<file path="src/hw/rtl/ede_pkg.sv">
// Package: shared constants and transaction types for the edit distance engine.
`timescale 1ns / 1ps
`default_nettype none

package ede_pkg;

   localparam int MAX_LEN  = 64;
   localparam int LEN_W    = $clog2(MAX_LEN + 1);
   localparam int ADDR_W   = (MAX_LEN > 1) ? $clog2(MAX_LEN) : 1;
   localparam int CHAR_W   = 8;
   localparam int DIST_W   = 7;
   localparam int DIST_MAX = (1 << DIST_W) - 1;

   localparam logic OP_FIRST  = 1'b0;
   localparam logic OP_SECOND = 1'b1;

   typedef struct packed {
      logic              operation;
      logic [CHAR_W-1:0] character;
      logic              has_char;
      logic              last;
   } req_payload_type;

   typedef struct packed {
      logic [DIST_W-1:0] distance;
      logic              overflow;
   } rsp_payload_type;

   typedef enum logic [3:0] {
      S_IDLE   = 4'b0001,
      S_SWEEP  = 4'b0010,
      S_FETCH  = 4'b0100,
      S_RESULT = 4'b1000
   } state_type;

endpackage : ede_pkg

`default_nettype wire

</file>
<file path="src/hw/rtl/ede_cell.sv">
// One Levenshtein cell: copy the diagonal on a match, else one plus the smallest neighbor.
`timescale 1ns / 1ps
`default_nettype none

module ede_cell (
   input  wire logic [ede_pkg::CHAR_W-1:0] first_char,
   input  wire logic [ede_pkg::CHAR_W-1:0] second_char,
   input  wire logic [ede_pkg::LEN_W-1:0]  left,
   input  wire logic [ede_pkg::LEN_W-1:0]  above,
   input  wire logic [ede_pkg::LEN_W-1:0]  diag,
   output      logic [ede_pkg::LEN_W-1:0]  cost
);
   import ede_pkg::*;

   logic [LEN_W-1:0] best_lu;
   logic [LEN_W-1:0] best;

   always_comb begin
      best_lu = (above < left) ? above : left;
      best    = (diag < best_lu) ? diag : best_lu;
      if (first_char == second_char) begin
         cost = diag;
      end else begin
         cost = best + LEN_W'(1);
      end
   end

endmodule : ede_cell

`default_nettype wire

</file>
<file path="src/hw/rtl/edit_distance_engine_core.sv">
// Top level: Levenshtein edit distance engine with memory-held string and distance row.
`timescale 1ns / 1ps
`default_nettype none

// Channel | Direction | Handshake            | Transaction
// --------+-----------+----------------------+------------------------------------------
// req     | in        | req_valid/req_ready  | one character of the first or second string
// rsp     | out       | rsp_valid/rsp_ready  | edit distance and overflow flag
//
// A first-string transaction is handled in its accept cycle. A second-string character, for a
// stored first-string length L of 1..64, sweeps the row: the accept cycle issues the first read,
// then one cell per cycle, then a row-closing step. With L = 0 or past MAX_LEN there is no sweep.
// The transaction that ends the second string then passes through fetch, then register the result.
// Reset is synchronous and active high; neither memory needs clearing.
// A result held on rsp_ready stalls the next result state, and with it the input.

module edit_distance_engine_core (
   input  wire logic                     clock,
   input  wire logic                     reset,
   input  wire logic                     req_valid,
   output      logic                     req_ready,
   input  wire ede_pkg::req_payload_type req_payload,
   output      logic                     rsp_valid,
   input  wire logic                     rsp_ready,
   output      ede_pkg::rsp_payload_type rsp_payload
);
   import ede_pkg::*;

   // Stores: first string and distance row cells 1..MAX_LEN (cell 0 is count_ff).
   logic [CHAR_W-1:0] fs_mem [MAX_LEN];
   logic [LEN_W-1:0]  dp_mem [MAX_LEN];
   logic [CHAR_W-1:0] fs_rd_ff;
   logic [LEN_W-1:0]  dp_rd_ff;

   state_type         state_ff, state_in;
   logic [LEN_W-1:0]  len_ff, len_in;
   logic [LEN_W-1:0]  count_ff, count_in;
   logic              second_ff, second_in;
   logic              ovf_ff, ovf_in;
   logic              pend_ff, pend_in;
   logic [ADDR_W-1:0] cell_k_ff, cell_k_in;
   logic [LEN_W-1:0]  left_ff, left_in;
   logic [LEN_W-1:0]  diag_ff, diag_in;
   logic [CHAR_W-1:0] ch_ff, ch_in;
   logic              last_ff, last_in;
   logic              rsp_valid_ff, rsp_valid_in;
   rsp_payload_type   rsp_ff, rsp_in;

   logic              accept;
   logic              rd_en;
   logic [ADDR_W-1:0] rd_addr;
   logic              fs_we;
   logic              dp_we;
   logic [LEN_W-1:0]  next_k;
   logic [LEN_W-1:0]  above;
   logic [LEN_W-1:0]  cell_cost;
   logic [LEN_W-1:0]  dist_full;
   logic [31:0]       dist_wide;

   assign accept    = req_valid && req_ready;
   assign req_ready = (state_ff == S_IDLE);
   assign rsp_valid = rsp_valid_ff;
   assign rsp_payload = rsp_ff;

   assign next_k = LEN_W'(cell_k_ff) + LEN_W'(1);
   // A fresh row (no second-string character yet) holds cell index i at position i.
   assign above  = (count_ff == '0) ? next_k : dp_rd_ff;

   ede_cell u_cell (
      .first_char  (fs_rd_ff),
      .second_char (ch_ff),
      .left        (left_ff),
      .above       (above),
      .diag        (diag_ff),
      .cost        (cell_cost)
   );

   // Distance: cell 0 is the count, a fresh row gives the length, else read the memory.
   always_comb begin
      if (len_ff == '0) begin
         dist_full = count_ff;
      end else if (count_ff == '0) begin
         dist_full = len_ff;
      end else begin
         dist_full = dp_rd_ff;
      end
      dist_wide = 32'(dist_full);
   end

   always_comb begin
      state_in     = state_ff;
      len_in       = len_ff;
      count_in     = count_ff;
      second_in    = second_ff;
      ovf_in       = ovf_ff;
      pend_in      = pend_ff;
      cell_k_in    = cell_k_ff;
      left_in      = left_ff;
      diag_in      = diag_ff;
      ch_in        = ch_ff;
      last_in      = last_ff;
      rsp_valid_in = rsp_valid_ff && !rsp_ready;
      rsp_in       = rsp_ff;
      rd_en        = 1'b0;
      rd_addr      = '0;
      fs_we        = 1'b0;
      dp_we        = 1'b0;

      case (state_ff)
         S_IDLE: begin
            // Drop transactions of the wrong phase.
            if (accept && (req_payload.operation == second_ff)) begin
               if (!second_ff) begin
                  if (req_payload.has_char) begin
                     if (len_ff < LEN_W'(MAX_LEN)) begin
                        fs_we  = 1'b1;
                        len_in = len_ff + LEN_W'(1);
                     end else begin
                        ovf_in = 1'b1;
                     end
                  end
                  if (req_payload.last) begin
                     second_in = 1'b1;
                     count_in  = '0;
                  end
               end else begin
                  ch_in   = req_payload.character;
                  last_in = req_payload.last;
                  if (req_payload.has_char && (count_ff >= LEN_W'(MAX_LEN))) begin
                     ovf_in = 1'b1;
                     if (req_payload.last) begin
                        state_in = S_FETCH;
                     end
                  end else if (req_payload.has_char && (len_ff != '0)) begin
                     // Start the row sweep: issue the read of cell 1.
                     rd_en     = 1'b1;
                     rd_addr   = '0;
                     pend_in   = 1'b1;
                     cell_k_in = '0;
                     diag_in   = count_ff;
                     left_in   = count_ff + LEN_W'(1);
                     state_in  = S_SWEEP;
                  end else begin
                     if (req_payload.has_char) begin
                        count_in = count_ff + LEN_W'(1);
                     end
                     if (req_payload.last) begin
                        state_in = S_FETCH;
                     end
                  end
               end
            end
         end

         S_SWEEP: begin
            if (pend_ff) begin
               dp_we   = 1'b1;
               left_in = cell_cost;
               diag_in = above;
               if (next_k < len_ff) begin
                  rd_en     = 1'b1;
                  rd_addr   = next_k[ADDR_W-1:0];
                  cell_k_in = next_k[ADDR_W-1:0];
               end else begin
                  pend_in = 1'b0;
               end
            end else begin
               count_in = count_ff + LEN_W'(1);
               state_in = last_ff ? S_FETCH : S_IDLE;
            end
         end

         S_FETCH: begin
            rd_en    = 1'b1;
            rd_addr  = ADDR_W'(len_ff - LEN_W'(1));
            state_in = S_RESULT;
         end

         S_RESULT: begin
            // Hold until the output register is free, then advance.
            if (!rsp_valid_ff || rsp_ready) begin
               rsp_valid_in     = 1'b1;
               rsp_in.distance  = (dist_wide > 32'(DIST_MAX)) ? DIST_W'(DIST_MAX)
                                                              : DIST_W'(dist_wide);
               rsp_in.overflow  = ovf_ff;
               len_in    = '0;
               count_in  = '0;
               second_in = 1'b0;
               ovf_in    = 1'b0;
               state_in  = S_IDLE;
            end
         end

         default: begin
            state_in = S_IDLE;
         end
      endcase
   end

   // Memories: one write and one registered read per cycle each.
   always_ff @(posedge clock) begin
      if (fs_we) begin
         fs_mem[len_ff[ADDR_W-1:0]] <= req_payload.character;
      end
      if (rd_en) begin
         fs_rd_ff <= fs_mem[rd_addr];
      end
   end

   always_ff @(posedge clock) begin
      if (dp_we) begin
         dp_mem[cell_k_ff] <= cell_cost;
      end
      if (rd_en) begin
         dp_rd_ff <= dp_mem[rd_addr];
      end
   end

   always_ff @(posedge clock) begin
      if (reset) begin
         state_ff     <= S_IDLE;
         len_ff       <= '0;
         count_ff     <= '0;
         second_ff    <= 1'b0;
         ovf_ff       <= 1'b0;
         pend_ff      <= 1'b0;
         rsp_valid_ff <= 1'b0;
      end else begin
         state_ff     <= state_in;
         len_ff       <= len_in;
         count_ff     <= count_in;
         second_ff    <= second_in;
         ovf_ff       <= ovf_in;
         pend_ff      <= pend_in;
         rsp_valid_ff <= rsp_valid_in;
      end
   end

   always_ff @(posedge clock) begin
      cell_k_ff <= cell_k_in;
      left_ff   <= left_in;
      diag_ff   <= diag_in;
      ch_ff     <= ch_in;
      last_ff   <= last_in;
      rsp_ff    <= rsp_in;
   end

endmodule : edit_distance_engine_core

`default_nettype wire

</file>
<file path="config.mk">
export PLATFORM = sky130hd
export DESIGN_NAME = edit_distance_engine_core
export DESIGN_NICKNAME = d
export VERILOG_FILES = /design/src/hw/rtl/ede_pkg.sv /design/src/hw/rtl/ede_cell.sv /design/src/hw/rtl/edit_distance_engine_core.sv
export SDC_FILE = /design/constraint.sdc
export NUM_CORES = 1
export LEC_CHECK = 0
export BUFFER_PORTS_ARGS = -buffer_cell sky130_fd_sc_hd__buf_2
export CAP_MARGIN = 10
export CORE_MARGIN = 10
export CORE_UTILIZATION = 50
export CTS_CLUSTER_DIAMETER = 150
export DETAILED_ROUTE_END_ITERATION = 12
export PLACE_DENSITY = 0.69
export REMOVE_ABC_BUFFERS = 1
export SETUP_SLACK_MARGIN = 0.2
export SYNTH_ARGS = -nofsm -noshare
export SYNTH_HDL_FRONTEND = slang
export SYNTH_SLANG_ARGS = --single-unit
export TNS_END_PERCENT = 5
</file>
<file path="constraint.sdc">
create_clock -name clock -period 20.5 [get_ports clock]
set_input_delay 1.025 -clock clock [delete_from_list [all_inputs] [get_ports clock]]
set_output_delay 1.025 -clock clock [all_outputs]
set_load 0.005 [all_outputs]
</file>
==> flow_summary.ini, run 1 <==
[sta]
tns_ps = 0
period_minus_slack_ps = 7390
max_freq_mhz = 135
final_critical_path_setup_slack_ps = 13110
hold_viol_final = 0
transition_time_at_the_pin_with_the_least_slew_margin_ps = 1350
worst_slew_margin_rel_pct = 9.77
clock_skew_ps = 34.4
grt_setup_unrepaired = no
final-max-slew-violation-count = 0
finalCritPeriodShare_pct = 36.1
report.final.setup_viol = 0

[clocking]
cts_tree = built
clock-sinks = 1034
ctsRootBufferMaster = clkbuf_16
cts_setup_buffers = 0
cts_resized = 0
worst_skew_late_latency_ps = 680
number_of_buffers_inserted_during_clock_tree_synthesis = 106
h-tree-depth = 3
clk_path_buf_depth = 3
cts.reportedPaths.clkPinSlew_ps = 60
number_of_hold_buffers_added_after_cts = 0

[place]
dpl.cell_count = 4425
dp_wirelength_um = 68600
io_buffer_count = 24
detailedPlace.worstSlack_ps = 13190
place.gp.congestion = 0.875

[worst_hold_path]
count_of_cells_along_the_worst_hold_path = 0
hold_path.class = reg -> reg
min-delay-start = ovf_ff$_SDFFE_PP0P_
hold-path-endpoint = rsp_payload[0]$_DFFE_PP_

[power]
total_power_mw = 4.33
power.static_leakage_nw = 16.1
power.ir.vdd_worst_mv = 0.0671
powerDensity_nw_per_um2 = 90.0

[floorplanning]
fp.coreArea_um2 = 86500
die_width_um = 315
floorplan.die_area_um2 = 99200
die_y_um = 315
fp-row-count = 108
initial_utilization_pct = 50.3
io-pin-count = 25

[synthesis]
syn-cell-area_um2 = 43500
yosys_most_used_dff = edfxtp_1
yosysSeqAreaShare_pct = 70.9
netlist_instances = 3401
synth_top_cells_by_area = edfxtp_1 70%, nand2_1 6.4%, nand3_1 3.4%
synthDominantCellAreaShare_pct = 69.9
syn-mean-instance-area_um2 = 12.8
yosysUniqueCellTypes = 84
synthDominantAreaCellType = edfxtp_1
ys_warn_count = 0
synth_async_sr_flop_share_pct = 0
postSynthRegisterBits = 1034
synth_edf_count = 1012

[critical_path]
reg2reg_depth = 27
r2r-end = dp_mem[10][6]$_DFFE_PP_
timing.critical_path.required_ps = 20880
critPathMaxFanout = 64
critical_path_class = reg -> reg
timing.critical_path.mode_cell = a21oi_1
worst-path-buf-inv = 3
worst_ep_arrival_time_ps = 7780
max_stage_delay_ps = 600
r2r_slack_ps = 13110
r2r-start = cell_k_ff[0]$_SDFFCE_PN0P_
slowest_stage = edfxtp_1
element_type_at_the_critical_path_start = register
cp-end-kind = register
largest_delay_contributor_family_on_the_critical_path = compound AO/OA/AOI/OAI gates

[grt]
grt_first_pass_wirelength_um = 171000
grt_overflow_total = 0
grt_start_max_net_pins = 160
grt_antenna_before_repair = 0
global_route.usage.total_pct = 22.4
via_count_of_the_first_global_routing_pass = 27100

[routing]
routed-via-count = 28200
drt-pass1-iter-count = 6
vias_per_std_cell = 6.11
route.final.wire_length_um = 113000
drt_iter0_drc = 3404
wl_per_cell_um = 24.5
ant_nets = 0
drc = 0

[layout]
fraction_of_final_layout_cells_sized_beyond_drive_strength_1_pct = 8.16
diodes = 0
flow.area_growth_from_synthesis_pct = 10.7
layout.nets = 3417
cell_count_final_fillers_out = 4623
utilization_pct = 55.7

[flow_run]
max_cap_viol_count = 0

[outcome]
outcome = finished, final reports clean
-- report_power, final --
part | internal (mW) | leakage [nW] | switching, mW
Combinational | 0.0155 | 5.14 | 0.0635
Clock | 1.11 | 1.69 | 0.813
Sequential | 2.33 | 9.24 | 0.00231
Total | 3.45 | 16.1 | 0.879
-- worst max-delay path by stage --
stage | from | to | slack, ps | cells past startpoint
floorplan | cell_k_ff[0]$_SDFFCE_PN0P_ | fs_rd_ff[3]$_DFFE_PP_ | 6320 | 13
CTS | cell_k_ff[0]$_SDFFCE_PN0P_ | left_ff[4]$_DFFE_PP_ | 13180 | 27
global route | cell_k_ff[0]$_SDFFCE_PN0P_ | dp_mem[10][6]$_DFFE_PP_ | 12560 | 26
detailed placement | cell_k_ff[0]$_SDFFCE_PN0P_ | left_ff[4]$_DFFE_PP_ | 13190 | 27
global placement | count_ff[6]$_SDFFE_PP0P_ | left_ff[4]$_DFFE_PP_ | 13390 | 24
finish | cell_k_ff[0]$_SDFFCE_PN0P_ | dp_mem[10][6]$_DFFE_PP_ | 13110 | 27
-- through the flow --
| stage | hold WS, ps | cell area [µm²] |
|---|---|---|
| 2_1_floorplan | 409 | 42500 |
| 3_3_place_gp | 428 | 44700 |
| 3_5_place_dp | 430 | 44700 |
| 4_1_cts | 454 | 48100 |
| 5_1_grt | 474 | 48100 |
| 6_report | 452 | 48100 |
-- cells in the final DEF (no fill, tap or decap), types with 15 or more instances in the layout --
cell	n
and3_1	67
clkinv_2	15
inv_1	31
a21oi_1	123
clkinv_1	38
clkbuf_16	107
nor3_1	49
nor2_1	196
a21o_1	31
a22o_1	20
edfxtp_1	1012
buf_4	57
mux2i_1	83
a311oi_1	41
nand2_1	734
nand3_1	294
dfxtp_1	22
buf_2	24
a31oi_1	56
nor4_1	18
ha_1	24
a211oi_1	45
xor2_1	17
o21ai_0	71
o21a_1	16
-- layer usage --
metal  vias up  share of wire [%]  global-route usage (%)
li1      12700                  -                       -
met1     14000                 41                    30.9
met2      1363                 47                    35.4
met3       252                8.9                    3.99
met4         0                3.5                    8.30
met5         -                  0                       0
-- cells by family (layout without fill, tap and decap cells) --
family | Yosys count | after routing | synth area share [%]
AND/OR/NAND/NOR | 1420 | 1420 | 14.2
flip-flops | 1034 | 1034 | 70.9
AO/OA/AOI/OAI | 554 | 554 | 8.97
buffers and inverters | 248 | 315 | 2.54
multiplexers | 90 | 90 | 2.09
XOR/XNOR | 31 | 31 | 0.624
adder cells (fa/ha/maj) | 24 | 24 | 0.691
-- state kept, by name (all words and copies together), names as in the netlist --
register	cells
len_ff	7
ovf_ff	1
dp_rd_ff	7
left_ff	7
diag_ff	7
fs_rd_ff	8
second_ff	1
fs_mem	512
rsp_payload	8
dp_mem	448
pend_ff	1
ch_ff	8
rsp_valid	1
last_ff	1
count_ff	7
state_ff	4
cell_k_ff	6
-- cells in the mapped netlist (all sizes together) (24+ instances only) --
| library cell | number |
|---|---|
| a211oi | 45 |
| buf | 107 |
| a31oi | 57 |
| nor3 | 50 |
| clkbuf | 107 |
| ha | 24 |
| nand2 | 738 |
| a21o | 31 |
| inv | 32 |
| nor2 | 204 |
| a21oi | 125 |
| edfxtp | 1012 |
| mux2i | 83 |
| and3 | 67 |
| a311oi | 41 |
| o21ai | 79 |
| nand3 | 295 |
-- layout make-up --
type,instances,area [µm²]
fill,6902,38300
sequential,1034,30800
multi-input combinational,2119,11700
clock buffer,121,2730
tap,1155,1450
clock inverter,77,753
timing repair buffer,83,588
inverter,34,128
Note: power is estimated with default switching activity, not from simulation.
==> run 2, diff against run 1 <==
--- a/config.mk
+++ b/config.mk
@@ -5,13 +5,14 @@
 export SDC_FILE = /design/constraint.sdc
 export NUM_CORES = 1
 export LEC_CHECK = 0
+export ABC_AREA = 1
 export BUFFER_PORTS_ARGS = -buffer_cell sky130_fd_sc_hd__buf_2
 export CAP_MARGIN = 10
 export CORE_MARGIN = 10
 export CORE_UTILIZATION = 50
 export CTS_CLUSTER_DIAMETER = 150
 export DETAILED_ROUTE_END_ITERATION = 12
-export PLACE_DENSITY = 0.69
+export PLACE_DENSITY = 0.72
 export REMOVE_ABC_BUFFERS = 1
 export SETUP_SLACK_MARGIN = 0.2
 export SYNTH_ARGS = -nofsm -noshare
==> constraint.sdc (replaced) <==
create_clock -name clock -period 6.2 [get_ports clock]
set_input_delay 0.31 -clock clock [delete_from_list [all_inputs] [get_ports clock]]
set_output_delay 0.31 -clock clock [all_outputs]
set_load 0.005 [all_outputs]
==> flow_summary.ini, run 2 <==
[grt]
global_route.usage.total_pct = 20.8
via_count_of_the_first_global_routing_pass = 26300
grt_overflow_total = 0
grt_start_max_net_pins = 201
grt_first_pass_wirelength_um = 159000
grt_antenna_before_repair = 0

[layout]
number_of_flip_flops_under_the_largest_register_name = 512
fraction_of_final_layout_cells_sized_beyond_drive_strength_1_pct = 8.04
diodes = 0
cell_count_final_fillers_out = 4480
most-common-layout-cells = 1012 x edfxtp_1, 651 x nor2_1, 513 x o21ai_0
leading_cell_type_in_the_layout_fill_and_taps_excluded = edfxtp_1
flow.area_growth_from_synthesis_pct = 10.2
layout.nets = 3309
utilization_pct = 55.8
filler_cell_count = 6652

[critical_path]
slowest_stage = and2_4
max_stage_delay_ps = 550
critical_path_class = reg -> reg
element_type_at_the_critical_path_start = register
critPathMaxFanout = 64
worst_ep_arrival_time_ps = 6010
timing.critical_path.required_ps = 6550
cp-end-kind = register

[synthesis]
post_synth_mux_area_share_pct = 0
synth_top_cells_by_area = edfxtp_1 72%, o21ai_0 6.1%, nor2_1 5.8%
synthDominantCellAreaShare_pct = 71.6
yosys_most_used_dff = edfxtp_1
synth_area_in_compound_gates_pct = 12.2
netlist_instances = 3317
xor_and_xnor_area_share_after_synthesis_pct = 0.289
synth_edf_count = 1012
postSynthRegisterBits = 1034
synth_top_family_by_area = compound AO/OA/AOI/OAI gates
yosysSeqAreaShare_pct = 72.7
ys_warn_count = 0
synthAdderAreaFrac_pct = 0.708
syn-mean-instance-area_um2 = 12.8
syn-cell-area_um2 = 42400
simple_gate_area_share_of_the_yosys_netlist_pct = 11.0
synth_async_sr_flop_share_pct = 0
yosysUniqueCellTypes = 55
synthMostInstantiatedCell = edfxtp_1
synthDominantAreaCellType = edfxtp_1
post_synth_most_frequent_cells = 1012 x edfxtp_1, 651 x nor2_1, 513 x o21ai_0, 237 x nand3_1, 225 x o221ai_1

[place]
io_buffer_count = 24
dpl.cell_count = 4301
dp_wirelength_um = 58000
place.gp.congestion = 0.880

[sta]
max_freq_mhz = 177
period_minus_slack_ps = 5660
worst_slew_margin_rel_pct = 18.1
report.final.setup_viol = 0
hold_viol_final = 0
clock_skew_ps = 26.5
tns_ps = 0
grt_setup_unrepaired = yes
finalCritPeriodShare_pct = 91.3
final-max-slew-violation-count = 0
transition_time_at_the_pin_with_the_least_slew_margin_ps = 1230

[worst_hold_path]
hold_path.class = in -> reg

[power]
power.ir.vdd_worst_mv = 0.221
power.static_leakage_nw = 14.9
powerDensity_nw_per_um2 = 304
total_power_mw = 14.2

[flow_run]
max_cap_viol_count = 0

[routing]
ant_nets = 0
drc = 0
drt-pass1-iter-count = 6
vias_per_std_cell = 6.15
route.final.wire_length_um = 105000
routed-via-count = 27500
wl_per_cell_um = 23.3
drt_iter0_drc = 3521

[clocking]
cts_tree = built
number_of_buffers_inserted_during_clock_tree_synthesis = 98
ctsRootBufferMaster = clkbuf_16
cts_setup_buffers = 0
cts.reportedPaths.clkPinSlew_ps = 60
worst_skew_late_latency_ps = 670
clk_path_buf_depth = 3
h-tree-depth = 3
clock-sinks = 1034

[floorplanning]
die_y_um = 311
fp-row-count = 106
die_width_um = 311
initial_utilization_pct = 50.6
floorplan.die_area_um2 = 96900
io-pin-count = 25
fp.coreArea_um2 = 83800

[outcome]
outcome = finished, final reports clean
## run 2: what timing repair did
action | 4_1_cts | 5_1_grt
hold endpoints to repair | 5 | 0
endpoints found under the setup margin | 40 | 121
hold buffers | 3 | 0
resized for setup | 1 | 1
pin swaps | 0 | 1
## run 2: layer usage
metal  up-vias  routed length [µm]  track usage, %
met5         -                   0               0
met4         0                3010            7.35
met3       195               10300            4.02
met2      1493               49400            32.8
met1     13500               41900            28.6
li1      12400                   -               -
## run 2: worst paths after layout
kind / cells past startpoint / to / slack, ps / start
min reg2reg: 2 / rsp_valid$_SDFF_PP0_ / 490 / rsp_valid$_SDFF_PP0_
max: 28 / dp_mem[34][6]$_DFFE_PP_ / 540 / cell_k_ff[0]$_SDFFCE_PN0P_
min: 5 / ovf_ff$_SDFFE_PP0P_ / 150 / req_payload[1]
max reg2reg: 28 / dp_mem[34][6]$_DFFE_PP_ / 540 / cell_k_ff[0]$_SDFFCE_PN0P_
## run 2: kinds of logic after synthesis
logic type / after synthesis
AO/OA/AOI/OAI: 831
XOR/XNOR: 14
adder cells (fa/ha/maj): 24
buffers and inverters: 316
flip-flops: 1034
AND/OR/NAND/NOR: 1098
## run 2: cell type report
type                            count  area (µm²)  area share, %
Clock inverter                     59         546           1.17
Clock buffer                      117        2520           5.40
Timing Repair Buffer               72         692           1.48
Multi-Input combinational cell   1967       10400           22.2
Sequential cell                  1034       30800           65.9
Tap cell                         1134        1420           3.03
Inverter                           97         382          0.816
## run 2: worst max-delay path: cells and delay by family, from the launching register on
| family | cells | cell delay, ps |
|---|---|---|
| xor+xnor | 1 | 220 |
| buf+inv | 4 | 440 |
| simple gates | 15 | 2080 |
| flops | 1 | 460 |
| compound gates | 4 | 1110 |
| fa+ha+maj | 4 | 970 |
## run 2: report_power, final
group / leakage (nW) / internal, mW / switching [mW]
Sequential: 9.24 / 7.84 / 0.0123
Combinational: 4.17 / 0.116 / 0.426
Clock: 1.50 / 3.27 / 2.53
Total: 14.9 / 11.2 / 2.97
## run 2: per-stage QoR
step | instance area (µm²) | setup slack, ps | hold WS, ps
5_1_grt | 46800 | 31.9 | 173
3_3_place_gp | 43700 | 379 | 468
2_1_floorplan | 41500 | -6170 | 379
4_1_cts | 46800 | 491 | 118
6_report | 46800 | 542 | 149
3_5_place_dp | 43700 | 211 | 469
